### src/design/ssc_pkg.sv
package ssc_pkg;

	localparam int ENTRIES_DEF  = 64;
	localparam int KEY_BITS_DEF = 32;
	localparam int CAP_BITS     = 7;
	localparam int CAP_RESET    = 64;
	localparam int CNT_BITS     = 32;
	localparam int STAMP_BITS   = 64;
	localparam logic [CNT_BITS-1:0] CNT_MAX = '1;

	typedef enum logic {
		OP_ENCOUNTER = 1'b0,
		OP_QUERY     = 1'b1
	} op_t;

	typedef struct packed {
		logic        op;
		logic [31:0] item_key;
	} in_item_t;

	typedef struct packed {
		logic        found;
		logic [31:0] item_count;
		logic [31:0] item_error;
		logic        evicted;
		logic [31:0] evicted_key;
	} out_item_t;

	typedef struct packed {
		logic                  vld;
		logic                  hit;
		logic                  has_best;
		logic [CNT_BITS-1:0]   hit_count;
		logic [CNT_BITS-1:0]   hit_err;
		logic [CNT_BITS-1:0]   best_count;
		logic [STAMP_BITS-1:0] best_stamp;
	} tok_t;

	typedef struct packed {
		logic                  en;
		logic [CNT_BITS-1:0]   count;
		logic [CNT_BITS-1:0]   err;
		logic [STAMP_BITS-1:0] stamp;
	} wr_t;

	function automatic logic [CNT_BITS-1:0] sat_inc(input logic [CNT_BITS-1:0] v);
		return (v == CNT_MAX) ? v : v + 1'b1;
	endfunction

endpackage

### src/design/ssc_cell.sv
module ssc_cell import ssc_pkg::*; #(
	parameter int ENTRIES  = ENTRIES_DEF,
	parameter int KEY_BITS = KEY_BITS_DEF,
	parameter int IDX      = 0
) (
	input  logic                         clk,
	input  logic                         arst_n,
	input  logic [$clog2(ENTRIES+1)-1:0] occ,
	input  logic [KEY_BITS-1:0]          key,
	input  tok_t                         tin,
	input  logic [$clog2(ENTRIES)-1:0]   tin_hit_idx,
	input  logic [$clog2(ENTRIES)-1:0]   tin_best_idx,
	input  logic [KEY_BITS-1:0]          tin_best_key,
	output tok_t                         tout,
	output logic [$clog2(ENTRIES)-1:0]   tout_hit_idx,
	output logic [$clog2(ENTRIES)-1:0]   tout_best_idx,
	output logic [KEY_BITS-1:0]          tout_best_key,
	input  wr_t                          wr,
	input  logic [$clog2(ENTRIES)-1:0]   wr_idx,
	input  logic [KEY_BITS-1:0]          wr_key
);
	localparam int IW = $clog2(ENTRIES);
	localparam int OW = $clog2(ENTRIES+1);
	localparam logic [IW-1:0] MY_IDX = IW'(IDX);
	localparam logic [OW-1:0] MY_OCC = OW'(IDX);

	logic [KEY_BITS-1:0]   key_q;
	logic [CNT_BITS-1:0]   count_q;
	logic [CNT_BITS-1:0]   err_q;
	logic [STAMP_BITS-1:0] stamp_q;

	logic                  occd;
	tok_t                  t;
	logic [IW-1:0]         t_hit_idx;
	logic [IW-1:0]         t_best_idx;
	logic [KEY_BITS-1:0]   t_best_key;

	assign occd = MY_OCC < occ;

	always_comb begin
		t          = tin;
		t_hit_idx  = tin_hit_idx;
		t_best_idx = tin_best_idx;
		t_best_key = tin_best_key;
		if (tin.vld && occd) begin
			if (!tin.hit && key_q == key) begin
				t.hit       = 1'b1;
				t.hit_count = count_q;
				t.hit_err   = err_q;
				t_hit_idx   = MY_IDX;
			end
			if (!tin.has_best || count_q < tin.best_count ||
			    (count_q == tin.best_count && stamp_q < tin.best_stamp)) begin
				t.has_best   = 1'b1;
				t.best_count = count_q;
				t.best_stamp = stamp_q;
				t_best_idx   = MY_IDX;
				t_best_key   = key_q;
			end
		end
	end

	always_ff @(posedge clk or negedge arst_n) begin
		if (!arst_n) begin
			tout          <= '0;
			tout_hit_idx  <= '0;
			tout_best_idx <= '0;
			tout_best_key <= '0;
		end else begin
			tout          <= t;
			tout_hit_idx  <= t_hit_idx;
			tout_best_idx <= t_best_idx;
			tout_best_key <= t_best_key;
		end
	end

	always_ff @(posedge clk) begin
		if (wr.en && wr_idx == MY_IDX) begin
			key_q   <= wr_key;
			count_q <= wr.count;
			err_q   <= wr.err;
			stamp_q <= wr.stamp;
		end
	end

endmodule

### config.mk
export PLATFORM = sky130hd
export DESIGN_NAME = ssc_cell
export DESIGN_NICKNAME = d
export VERILOG_FILES = /design/src/design/ssc_pkg.sv /design/src/design/ssc_cell.sv
export SDC_FILE = /design/constraint.sdc
export NUM_CORES = 1
export LEC_CHECK = 0
export BUFFER_PORTS_ARGS = -buffer_cell sky130_fd_sc_hd__buf_2
export CORE_AREA = 2 2 240 242
export DETAILED_ROUTE_END_ITERATION = 8
export DIE_AREA = 0 0 242 244
export SETUP_SLACK_MARGIN = 0.3
export SLEW_MARGIN = 25
export SYNTH_ARGS = -nofsm -noshare
export SYNTH_HDL_FRONTEND = slang
export SYNTH_SLANG_ARGS = --single-unit
export TNS_END_PERCENT = 1
### constraint.sdc
create_clock -name clk -period 7.19 [get_ports clk]
set_clock_uncertainty 0.05 [all_clocks]
set_input_delay 0.719 -clock clk [delete_from_list [all_inputs] [get_ports clk]]
set_output_delay 0.719 -clock clk [all_outputs]
set_load 0.005 [all_outputs]
Word level (Yosys, flattened, before mapping)
Cells that the tools add are included.

Input port bits: 415. Register bits: 367. Output and inout bits: 207. Memories kept: 0. Latch bits: 0. ROM bits: 0. RAM bits: 0. Word-level logic and storage cells: 39.

$mul: 0. Div/mod/pow operators: 0. Magnitude comparators: 3. Reductions and logical operators: 9. Eq/ne operators: 2. Muxes and demuxes: 11. Shift-type cells: 0. Add/sub/neg operators: 0. Bitwise logic cells: 0.

Operators by type and width (number): 2-to-1 mux 162 bit (1); 2-to-1 mux 96 bit (1); == test 32 bit (2); less-than comparator 64 bit (1); 2-to-1 mux 32 bit (2); 2-to-1 mux 64 bit (1); less-than comparator 32 bit (1); 2-to-1 mux 6 bit (4); less-than comparator 1 x 7 -> 1 bit, first input constant (1); zero test 6 bit (1); logical AND 1 bit (4); zero test 1 bit (2); logical OR 1 bit (2); 2-to-1 mux 1 bit (2).

Longest topological paths before layout
Depth in word-level cells: 5. Gate-level depth with buffers: 11. Gate-level depth less buffers: 9.

Worst setup path before layout
No wires, ideal clock.

Path kind: input to register. Start point: in wr_idx[2]. End point: reg count_q[0] (enable). Setup time: 1090 ps. Path buffers: 0. Slack: -10382 ps. Stages on the path: 2. Arrival: 16433 ps. Required time: 6050 ps. Cell sequence: or4b_2 nor4_1.

Longest elaborated chain between the ends: 2.

RTL lines: start: declaration (RTL line ssc_cell.sv:19) `input logic [$clog2(ENTRIES)-1:0] wr_idx,`; zero test 6 bit (RTL line ssc_cell.sv:78) `if (wr.en && wr_idx == MY_IDX) begin`; logical AND 1 bit (RTL line ssc_cell.sv:78); end signal: assignment (RTL line ssc_cell.sv:80) `count_q <= wr.count;`; end: declaration (RTL line ssc_cell.sv:28) `logic [CNT_BITS-1:0] count_q;`.

Every way passes these cells. A chain may end at the register's enable or synchronous reset.

Worst setup path in the final report
Start point: reg count_q[25]. End point: reg tout_best_key[27].

Longest elaborated chain between the ends: 5. Elaborated cells between the ends (all ways): 7. Classes of those cells: 1 x order compare; 1 x eq/ne; 2 x mux; 3 x reduce/logical.

RTL lines: less-than comparator 32 bit or == test 32 bit (tied branches) (RTL line ssc_cell.sv:52, ssc_cell.sv:53); logical OR 1 bit or logical AND 1 bit (tied branches) (RTL line ssc_cell.sv:52, ssc_cell.sv:53); logical OR 1 bit * (RTL line ssc_cell.sv:52) `if (!tin.has_best || count_q < tin.best_count ||`; 2-to-1 mux 32 bit * (RTL line ssc_cell.sv:52); 2-to-1 mux 32 bit * (RTL line ssc_cell.sv:45) `if (tin.vld && occd) begin`; net t_best_key[27] (RTL line ssc_cell.sv:36) `logic [KEY_BITS-1:0] t_best_key;`; end signal: assignment (RTL line ssc_cell.sv:73) `tout_best_key <= t_best_key;`; end: declaration (RTL line ssc_cell.sv:17) `output logic [KEY_BITS-1:0] tout_best_key,`.

Mark *: on every way through the listed nets, which the timed path passes. The rest lies on a longest branch.

==> results by group <==
Pwr
  – Switching pwr: around 1.1 mW
  – Reg power frac: 46.6%
  – Peak supply drop: 0.1774 mV
  – Combinational share of power: a little under a tenth
  – Leakage power: roughly 9.7 nW
  – Clock network fraction of design power: about 44%
  – Int Power: between 3 and 4 mW
  – Switching share of power: 22.49%
  – Power per cell area: 236.1 nW/um^2

Status
  – Outcome: finished, final reports clean

Global route
  – First-pass GRT wire length: 71030 microns
  – Total grt overflow: 0
  – Largest net degree at the start of global routing: 161
  – Vias in the first global route: 11310
  – Tot GR Track Use: approximately 16%
  – Initial antenna violation count: 12

Logic synthesis
  – Mapped Cells: slightly below 1000
  – Post-synthesis register bit count: approximately 370
  – Syn nets: between 1000 and 1500
  – Post-synth top area share: roughly a third
  – Ys flop type: dfrtp_1
  – Mean post-synth cell area: 15.73 sq um
  – Number of flops mapped to enable cells by yosys: 160
  – Synth top area cells: dfrtp_1 33%, edfxtp_1 31%, mux2_2 10%
  – Synth area leader: dfrtp_1
  – Ys async rst share: 56.40%
  – Syn. warnings: 0
  – Synth unique cells: 44
  – Sequential-to-total area share from yosys stat: between 60 and 70%
  – Netlist Area Pre-Place: around 15000 sq um

Timing
  – Relative slew slack: around a third
  – Final WS setup: between 3 and 4 ns
  – Final setup viols: 0
  – Crit path time final: 3.743 ns
  – Final period util: 52.06%
  – Unrepaired setup endpoints after global routing: false
  – Post-Route Setup TNS: 0 ns
  – Max-slew violations: 0
  – Worst slew pin tran: about 1.0 ns
  – Final Hold Viols: 0
  – Hold_ws: roughly 0.12 ns
  – Max Fclk: 267.2 MHz

Place
  – # placed instances: 2346
  – Pre-CTS WS: ~3.0 ns
  – Port bufs: between 600 and 700
  – Post-detailed-placement half-perimeter wirelength: roughly 37000 microns
  – Final GP Congestion: slightly below 0.9

Detailed routing
  – Wire per inst: 19.87 microns
  – First-pass DRT Iterations: 4
  – Final wirelength: ~48000 microns
  – Via Count: 10500
  – Drt drc: 0
  – Vias/cell: 4.322
  – Antenna Violating Nets Remaining: 0
  – Initial DRC Count: around 340

Clocking
  – Root Driver: clkbuf_16
  – CTS tree: built
  – CTS sink count: approximately 370
  – TritonCTS buffer count: between 40 and 50
  – Clock Path Buffers: 3
  – Worst skew pair latency: about 0.56 ns
  – Clock transition at the registers of the reported paths: approximately 0.060 ns
  – H-tree levels: 2
  – CTS Hold Bufs: 0
  – Post-CTS Setup Bufs: 0
  – Post_cts resized: 0

Critical path
  – Reg-to-reg slack, setup: 3.45 ns
  – FF-to-FF Start: count_q[25]$_DFFE_PP_
  – Critical-path maximum fanout: 134
  – R2R Path End: tout_best_key[27]$_DFF_PN0_
  – Crit end category: flip-flop
  – Worst endpoint required time: 7.56 ns
  – Worst Path Arrival: approximately 4.1 ns
  – Worst Setup Start Kind: flip-flop
  – Register-to-Register Path Depth: 10
  – Crit Path Category: reg2reg

Layout
  – Final std cells w/o fill: ~2400
  – Total Nets Final: 2144
  – Area grow syn2layout: 34.69%
  – Share of cells above drive strength 1: a little over half

Floorplanning
  – Die X: about 240 microns
  – Initial core utilization: 27.56%
  – DIE HEIGHT: ~240 microns
  – Row Count: 87
  – Die area: about 60000 sq um
  – Core ar.: approximately 56000 sq um
  – I/O pin total: approximately 620

Min path
  – Hold Crit Class: in2async

Job
  – Max-Cap Viols: 0
cells by family after synthesis:
group / count (synthesis) / synth area share [%]
compound gates: 77 / 3.331
xor+xnor: 32 / 1.811
fa+ha+maj: 95 / 7.680
buf+inv: 119 / 3.703
flops: 367 / 64.51
mux: 192 / 15.18
simple gates: 102 / 3.783
flip-flops by register name (all words and copies together), names as in the netlist:
signal	count
stamp_q	64
err_q	32
count_q	32
tout_best_key	32
tout	163
key_q	32
tout_best_idx	6
tout_hit_idx	6
how the worst max path moves through the flow:
| stage | slack, ns | cells after the start | from | end |
|---|---|---|---|---|
| CTS | 3.41 | 9 | stamp_q[60]$_DFFE_PP_ | tout_best_key[31]$_DFF_PN0_ |
| global route | 3.23 | 9 | stamp_q[60]$_DFFE_PP_ | tout_best_key[31]$_DFF_PN0_ |
| floorplan | 0.32 | 2 | wr_idx[2] | count_q[0]$_DFFE_PP_ |
| global placement | 3.00 | 11 | tin[59] | tout[71]$_DFF_PN0_ |
| detailed placement | 2.99 | 11 | tin[59] | tout[71]$_DFF_PN0_ |
| finish | 3.45 | 10 | count_q[25]$_DFFE_PP_ | tout_best_key[27]$_DFF_PN0_ |
critical path: stages (launching register included):
cell and delay [ns]:
edfxtp_1 0.44, ha_1 0.33, and4_1 0.26, nand4_1 0.36
nor4_1 0.51, buf_4 0.18, o2111ai_1 0.17, a2111oi_4 0.31
a21oi_4 0.06, buf_12 0.27, mux2_1 0.48
metal layers:
layer	wire [microns]	share of wire (%)	vias to the layer above	track usage, %
li1	-	-	4847	-
met1	19780	41	5169	19.84
met2	23920	50	385	26.99
met3	3223	6.7	88	4.017
met4	1297	2.7	8	5.483
met5	51	0.11	-	0
cells in the final DEF, fill, tap and decap left out, types with 9 or more instances in the layout:
cell and count:
a21oi_1 41, and4_1 9, buf_2 620, clkbuf_1 13, clkbuf_16 43, dfrtp_1 207, edfxtp_1 160, ha_1 95
inv_1 98, mux2_2 138, mux2_4 50, nand2_1 24, nand4_1 22, nor2b_1 9, o21ai_0 15, xnor2_1 24
area by class of cell:
cell class	count	area, sq um
diodes	6	15.01
clock buffers	61	1194
clock inverters	16	192.7
fillers	5484	35320
inverters	98	367.9
multi-input cells	498	4946
flip-flops and latches	367	9985
well taps	756	945.9
repair buffers	627	3201
Yosys cell counts (7+ instances only):
library cell	instances
nor2b_1	9
xnor2_1	24
nand3_1	8
and4_1	9
inv_1	98
xor2_1	8
dfrtp_1	207
ha_1	95
nand4_1	22
edfxtp_1	160
mux2_4	50
nand2_1	24
buf_4	7
mux2_2	138
clkbuf_1	7
a21oi_1	41
o21ai_0	15
metrics by stage:
step	cell area [sq um]	utilization [%]	power (mW)
after global placement	19440	34.62	2.795
after CTS	20830	37.09	5.003
after global routing	20840	37.11	5.126
after detailed placement	19440	34.62	2.805
final	20850	37.11	4.921
after floorplan	15500	-	2.530
power by group through the flow:
stage / registers, mW / logic, mW / clock network (mW)
floorplan: 2.34 / 0.187 / 0
global placement: 2.34 / 0.460 / 0
detailed placement: 2.34 / 0.470 / 0
CTS: 2.30 / 0.472 / 2.24
global route: 2.30 / 0.512 / 2.31
finish: 2.30 / 0.462 / 2.16
No activity file was read; power rests on OpenSTA's default activity.
